--- src/wsd_pkg.sv ---
// Shared constants, types and helpers for the WebSocket frame deframer.
`default_nettype none
package wsd_pkg;

   // Width of the payload length counter; it holds the full 64-bit extended length.
   localparam int unsigned LEN_BITS = 64;

   // Special values of the 7-bit length field.
   localparam logic [6:0] LEN_CODE_EXT16 = 7'd126;
   localparam logic [6:0] LEN_CODE_EXT64 = 7'd127;

   // Control opcodes.
   localparam logic [3:0] OP_CLOSE = 4'd8;
   localparam logic [3:0] OP_PING  = 4'd9;
   localparam logic [3:0] OP_PONG  = 4'd10;

   // One result word, without the frame-level fields.
   typedef struct packed {
      logic [7:0] payload_byte;
      logic       has_data;
      logic       last;
   } rsp_word_type;

   // Close, ping and pong are control frames.
   function automatic logic is_control(input logic [3:0] op);
      return (op == OP_CLOSE) || (op == OP_PING) || (op == OP_PONG);
   endfunction

endpackage
`default_nettype wire

--- src/websocket_frame_deframer.sv ---
// Accepted payload bytes are registered in the output register or the skid stage.
// Throughput: one stream byte per cycle while req_stall is low; header bytes produce
// no word except the byte that completes the header of an empty frame, which
// produces an empty marker. An output register and a one-word skid stage absorb
// one word under result stall; the input stalls while the skid stage holds a word.
// Reset (synchronous, active high) returns the parser to the first header byte and
// empties the output and skid stages.
`default_nettype none
module websocket_frame_deframer (
   input  wire logic        clock,
   input  wire logic        reset,
   input  wire logic        req_valid,
   output logic             req_stall,
   input  wire logic [7:0]  req_stream_byte,
   output logic             rsp_valid,
   input  wire logic        rsp_stall,
   output logic [7:0]       rsp_payload_byte,
   output logic             rsp_has_data,
   output logic             rsp_last,
   output logic [3:0]       rsp_frame_opcode,
   output logic             rsp_control_frame
);
   import wsd_pkg::*;

   typedef enum logic [2:0] {
      PH_HDR0  = 3'd0,
      PH_HDR1  = 3'd1,
      PH_EXT16 = 3'd2,
      PH_EXT64 = 3'd3,
      PH_KEY   = 3'd4,
      PH_DATA  = 3'd5
   } phase_type;

   phase_type             phase_ff, phase_in;
   logic [3:0]            opcode_ff, opcode_in;
   logic                  mask_ff, mask_in;
   logic [2:0]            count_ff, count_in;
   logic [LEN_BITS-1:0]   remain_ff, remain_in;
   logic [31:0]           key_ff, key_in;
   logic [1:0]            key_idx_ff, key_idx_in;

   rsp_word_type          out_ff, out_in;
   logic [3:0]            out_op_ff, out_op_in;
   logic                  out_valid_ff, out_valid_in;
   rsp_word_type          skid_ff, skid_in;
   logic [3:0]            skid_op_ff, skid_op_in;
   logic                  skid_valid_ff, skid_valid_in;

   logic                  req_accept;
   logic                  out_take;
   logic                  res_valid;
   rsp_word_type          res;
   logic [6:0]            len7;
   logic [2:0]            final_count;
   logic [7:0]            key_byte;
   logic                  new_len_zero;

   assign req_stall  = skid_valid_ff;
   assign req_accept = req_valid && !skid_valid_ff;
   assign out_take   = out_valid_ff && !rsp_stall;
   assign len7       = req_stream_byte[6:0];
   assign final_count = (phase_ff == PH_EXT16) ? 3'd1 : 3'd7;
   assign key_byte   = key_ff[{~key_idx_ff, 3'b000} +: 8];

   // Header parser and payload unmasking for the accepted word.
   always_comb begin
      phase_in     = phase_ff;
      opcode_in    = opcode_ff;
      mask_in      = mask_ff;
      count_in     = count_ff;
      remain_in    = remain_ff;
      key_in       = key_ff;
      key_idx_in   = key_idx_ff;
      res_valid    = 1'b0;
      res          = '0;
      new_len_zero = 1'b0;
      if (req_accept) begin
         unique case (phase_ff)
            PH_HDR1: begin
               mask_in   = req_stream_byte[7];
               key_in    = '0;
               count_in  = '0;
               remain_in = '0;
               if (len7 == LEN_CODE_EXT16) begin
                  phase_in = PH_EXT16;
               end else if (len7 == LEN_CODE_EXT64) begin
                  phase_in = PH_EXT64;
               end else begin
                  remain_in    = LEN_BITS'(len7);
                  new_len_zero = (len7 == 7'd0);
                  if (req_stream_byte[7]) begin
                     phase_in = PH_KEY;
                  end else begin
                     key_idx_in = '0;
                     if (new_len_zero) begin
                        phase_in  = PH_HDR0;
                        res_valid = 1'b1;
                        res.last  = 1'b1;
                     end else begin
                        phase_in = PH_DATA;
                     end
                  end
               end
            end
            PH_EXT16, PH_EXT64: begin
               remain_in = {remain_ff[LEN_BITS-9:0], req_stream_byte};
               if (count_ff >= final_count) begin
                  count_in = '0;
                  if (mask_ff) begin
                     phase_in = PH_KEY;
                  end else begin
                     key_idx_in = '0;
                     if (remain_in == '0) begin
                        phase_in  = PH_HDR0;
                        res_valid = 1'b1;
                        res.last  = 1'b1;
                     end else begin
                        phase_in = PH_DATA;
                     end
                  end
               end else begin
                  count_in = count_ff + 3'd1;
               end
            end
            PH_KEY: begin
               key_in = {key_ff[23:0], req_stream_byte};
               if (count_ff >= 3'd3) begin
                  count_in   = '0;
                  key_idx_in = '0;
                  if (remain_ff == '0) begin
                     phase_in  = PH_HDR0;
                     res_valid = 1'b1;
                     res.last  = 1'b1;
                  end else begin
                     phase_in = PH_DATA;
                  end
               end else begin
                  count_in = count_ff + 3'd1;
               end
            end
            PH_DATA: begin
               key_idx_in       = key_idx_ff + 2'd1;
               remain_in        = remain_ff - LEN_BITS'(1);
               res_valid        = 1'b1;
               res.payload_byte = req_stream_byte ^ key_byte;
               res.has_data     = 1'b1;
               res.last         = (remain_ff == LEN_BITS'(1));
               if (res.last) begin
                  phase_in = PH_HDR0;
               end
            end
            default: begin
               opcode_in = req_stream_byte[3:0];
               phase_in  = PH_HDR1;
            end
         endcase
      end
   end

   // Output register with a one-word skid stage behind it.
   always_comb begin
      out_in        = out_ff;
      out_op_in     = out_op_ff;
      out_valid_in  = out_valid_ff;
      skid_in       = skid_ff;
      skid_op_in    = skid_op_ff;
      skid_valid_in = skid_valid_ff;
      if (skid_valid_ff) begin
         if (out_take) begin
            out_in        = skid_ff;
            out_op_in     = skid_op_ff;
            skid_valid_in = 1'b0;
         end
      end else if (res_valid) begin
         if (!out_valid_ff || out_take) begin
            out_in       = res;
            out_op_in    = opcode_ff;
            out_valid_in = 1'b1;
         end else begin
            skid_in       = res;
            skid_op_in    = opcode_ff;
            skid_valid_in = 1'b1;
         end
      end else if (out_take) begin
         out_valid_in = 1'b0;
      end
   end

   // Parser state and output stages.
   always_ff @(posedge clock) begin
      if (reset) begin
         phase_ff      <= PH_HDR0;
         opcode_ff     <= '0;
         mask_ff       <= 1'b0;
         count_ff      <= '0;
         remain_ff     <= '0;
         key_ff        <= '0;
         key_idx_ff    <= '0;
         out_valid_ff  <= 1'b0;
         skid_valid_ff <= 1'b0;
      end else begin
         phase_ff      <= phase_in;
         opcode_ff     <= opcode_in;
         mask_ff       <= mask_in;
         count_ff      <= count_in;
         remain_ff     <= remain_in;
         key_ff        <= key_in;
         key_idx_ff    <= key_idx_in;
         out_valid_ff  <= out_valid_in;
         skid_valid_ff <= skid_valid_in;
      end
      out_ff     <= out_in;
      out_op_ff  <= out_op_in;
      skid_ff    <= skid_in;
      skid_op_ff <= skid_op_in;
   end

   assign rsp_valid         = out_valid_ff;
   assign rsp_payload_byte  = out_ff.payload_byte;
   assign rsp_has_data      = out_ff.has_data;
   assign rsp_last          = out_ff.last;
   assign rsp_frame_opcode  = out_op_ff;
   assign rsp_control_frame = is_control(out_op_ff);

endmodule
`default_nettype wire

--- config.mk ---
export PLATFORM = sky130hd
export DESIGN_NAME = websocket_frame_deframer
export DESIGN_NICKNAME = d
export VERILOG_FILES = /design/src/wsd_pkg.sv /design/src/websocket_frame_deframer.sv
export SDC_FILE = /design/constraint.sdc
export NUM_CORES = 1
export LEC_CHECK = 0
export BUFFER_PORTS_ARGS = -buffer_cell sky130_fd_sc_hd__buf_2
export CELL_PAD_IN_SITES_DETAIL_PLACEMENT = 0
export CELL_PAD_IN_SITES_GLOBAL_PLACEMENT = 1
export CORE_ASPECT_RATIO = 0.75
export CORE_UTILIZATION = 35
export CTS_BUF_LIST = sky130_fd_sc_hd__clkbuf_4 sky130_fd_sc_hd__clkbuf_8
export CTS_CLUSTER_DIAMETER = 80
export DETAILED_ROUTE_END_ITERATION = 12
export PLACE_DENSITY = 0.72
export SYNTH_ARGS = -nofsm -noshare
export SYNTH_HDL_FRONTEND = slang
export SYNTH_SLANG_ARGS = --single-unit
--- constraint.sdc ---
create_clock -name clock -period 4.75 [get_ports clock]
set_input_delay 0.475 -clock clock [delete_from_list [all_inputs] [get_ports clock]]
set_output_delay 0.475 -clock clock [all_outputs]
set_load 0.03 [all_outputs]
==> key figures <==
Critical path
  – Reg2reg end: rsp_frame_opcode[3]
  – WP data arrival: 3.49 ns
  – CP startpoint kind: register
  – Slowest CP cell: or4_4
  – WS Path Type: reg2reg
  – CP bufs+invs: 1
  – Crit Path Max Fanout: 14
  – Reg2reg start: remain_ff[38]
  – Crit path max-delay family: simple AND/OR/NAND/NOR gates
  – Crit-path cells: or4_4, nor4_2, nand4_1, nor4_1, nor3_1, a21oi_1, buf_4
  – Critical Path Source: remain_ff[38]
  – CP Capture Type: register
  – Setup slack, reg-to-reg: 1.42 ns
  – CP max stage delay: 0.59 ns
  – Worst r2r path cells: 7
  – WP data required: 4.91 ns

Routing
  – Antenna Nets Post-Route: 0
  – DR WL/cell: 18.7 um
  – Pre-Repair DR Iteration Count: 6
  – Final wirelength: 22.6 mm
  – Via density: 5.95
  – DR DRC count: 0
  – Total number of vias: 7165
  – Starting DRC count in detailed routing: 796

Floorplan
  – Core Box Area: 0.0212 mm^2
  – Die area: 0.0222 mm^2
  – Ports: 29
  – Starting Density: 35.7%
  – Die Ht: 129 um
  – Rows: 46
  – Die width: 172 um

Placed design
  – Count of buffers from port buffering: 28
  – Setup WS pre-CTS: 1.51 ns
  – GPL Wtd Cong: 0.827
  – Dpl cell area: 0.00797 mm^2
  – Dpl hpwl: 15.0 mm

Synth
  – Async SR Flop Fraction: 0%
  – Commonest cells in the netlist: nor2_1, dfxtp_1, nand2_1, clkbuf_1, a21oi_1
  – Post-Syn Area: 0.00757 mm^2
  – Syn nets: 923
  – Top-area cell type share of the netlist area: 29.4%
  – Number of flops mapped to enable cells by yosys: 28
  – Synth Flop Type: dfxtp_1
  – Area leader, netlist: dfxtp_1
  – Yosys cell types: 59
  – Most numerous cell in the Yosys netlist: nor2_1
  – Syn_area_per_cell: 8.36 um^2
  – Synth top area cells: dfxtp_1, edfxtp_1, nor2_1
  – Synthesized instance count: 906
  – Synth warn: 0
  – Seq/Total Area, Yosys: 40.5%
  – #FFs+latches synth: 139

CTS
  – Clk sinks: 139
  – Clock Latency Late Sink: 0.46 ns
  – Num CTS Buffers: 17
  – Cts hold-fix bufs: 0
  – Worst-case clock buffer depth: 2
  – CTS resizes: 0
  – Reg clk slew, reported paths: 0.09 ns
  – Post-CTS Setup Inserts: 0
  – CTS tree: done
  – Root buffer cell: clkbuf_8
  – Htree depth: 4

Finish
  – Final Instance Area: 0.00840 mm^2
  – Area delta synth->final: 11.0%
  – Final Net Count: 920
  – Inserted Diodes: 0
  – FILL cells: 2207
  – Share of cells above drive strength 1: 12.4%

Pwr
  – Seq pwr share: 46.3%
  – Max VDD drop: 0.158 mV
  – Clk pwr share: 39.9%
  – P_int: 1820 uW
  – Gate power share: 13.8%
  – Net Sw Frac: 31.3%
  – Pwr dens: 315 mW/mm^2
  – NetSw: 830 uW
  – Leak: 0.00298 uW

STA
  – Slew headroom: 18.5%
  – Pins Over Slew Limit: 0
  – Fin Clk Skew: 0.0151 ns
  – RSZ-0062 raised after global routing: false
  – Setup_tns: 0 ns
  – Setup-failing EPs final: 0
  – Actual slew at the worst max-slew pin: 1.22 ns
  – WHS: 0.376 ns
  – Worst setup margin: 1.42 ns
  – Fin. Hold Viols: 0
  – Tcrit/Tclk final: 70.1%
  – Fmax: 0.300 GHz
  – Final Critical Period: 3.33 ns

Job
  – Max Cap Viol: 0

Hold path
  – Hold Path Class: in2reg
  – Hold Path Sink: key_ff[5]
  – Hold_sp: req_stream_byte[5]
  – Hold Path Stages: 3

Global routing
  – First-pass GRT wire length: 35.7 mm
  – Vias in the first global route: 6266
  – Initial antenna violation count: 0
  – Largest net degree at the start of global routing: 70
  – GR Util All Layers: 20.8%
  – Grt ovf: 0

Outcome
  – Outcome: completed
-- power by group through the flow --
stage               Sequential, uW  Combinational [uW]  Clock [uW]
floorplan                     1250                 249           0
global placement              1250                 360           0
detailed placement            1250                 356           0
CTS                           1230                 357        1080
global route                  1230                 397        1130
finish                        1230                 365        1060
-- cells by family (layout without fill, tap and decap cells) --
family / count (synthesis) / in the layout / synth area share (%)
simple gates: 379 / 379 / 24.8
compound gates: 261 / 261 / 23.5
flops: 139 / 139 / 40.5
buf+inv: 85 / 95 / 4.33
xor+xnor: 13 / 13 / 1.50
mux: 24 / 24 / 4.58
fa+ha+maj: 5 / 5 / 0.826
-- cells in the final DEF (no fill, tap or decap), types with 7 or more instances in the layout --
cell      netlist  layout
inv_1          17      17
nand2_1        82      82
nor2_1        123     122
nor4_2          8       8
or3_1           8       8
a22oi_1        51      51
mux4_2          8       8
nor3_1         36      33
or4_1          16      16
a32o_1         11      11
a21oi_1        53      53
a21o_1         12      12
nand4_1        12      12
mux2i_1        11      11
nor4_1         15      15
a211oi_1       13      13
a32oi_1         7       7
a31oi_1         8       8
o21ai_0        43      43
o22ai_1         8       8
nand3_1        35      35
and3_1          9       9
clkbuf_8        0      17
dfxtp_1       111     111
buf_4           0      19
xnor2_1        11      11
edfxtp_1       28      28
buf_2           1      27
a21boi_0        7       7
-- metal layers --
layer / track usage, % / share of wire (%)
met1: 33.7 / 52
met2: 27.0 / 40
met3: 4.83 / 7.5
met4: 3.85 / 0.61
met5: 0 / 0
-- flip-flops by register name (all words and copies together) (netlist names), 3 cells and up --
name	flops
phase_ff	3
rsp_frame_opcode	4
skid_ff	10
skid_op_ff	4
rsp_payload_byte	8
key_ff	32
count_ff	3
opcode_ff	4
remain_ff	64
-- metrics by stage --
step	total power (uW)	cells	utilization, %
after detailed placement	1610	1172	37.6
final	2650	1204	39.7
after global routing	2760	1204	39.7
after CTS	2660	1204	39.7
after floorplan	1500	906	-
after global placement	1610	1172	37.6
-- layout make-up --
type | instances | area (um^2) | area share [%]
timing repair buffer | 46 | 278 | 3.31
sequential | 139 | 3060 | 36.5
inverter | 17 | 63.8 | 0.759
tap | 288 | 360 | 4.29
multi-input combinational | 682 | 4210 | 50.0
clock inverter | 15 | 199 | 2.37
clock buffer | 17 | 234 | 2.78
-- worst max-delay path by stage --
stage | endpoint | slack (ns) | cells past startpoint
floorplan | skid_ff[0] | 1.16 | 7
global placement | rsp_payload_byte[4] | 1.54 | 7
detailed placement | rsp_payload_byte[5] | 1.51 | 7
CTS | rsp_frame_opcode[3] | 1.50 | 7
global route | rsp_frame_opcode[3] | 1.21 | 7
finish | rsp_frame_opcode[3] | 1.42 | 7
-- worst min-delay path: stages --
cell and delay (ns):
buf_2 0.15, a22oi_1 0.10, nor2_1 0.08
No activity file was read; power rests on OpenSTA's default activity.
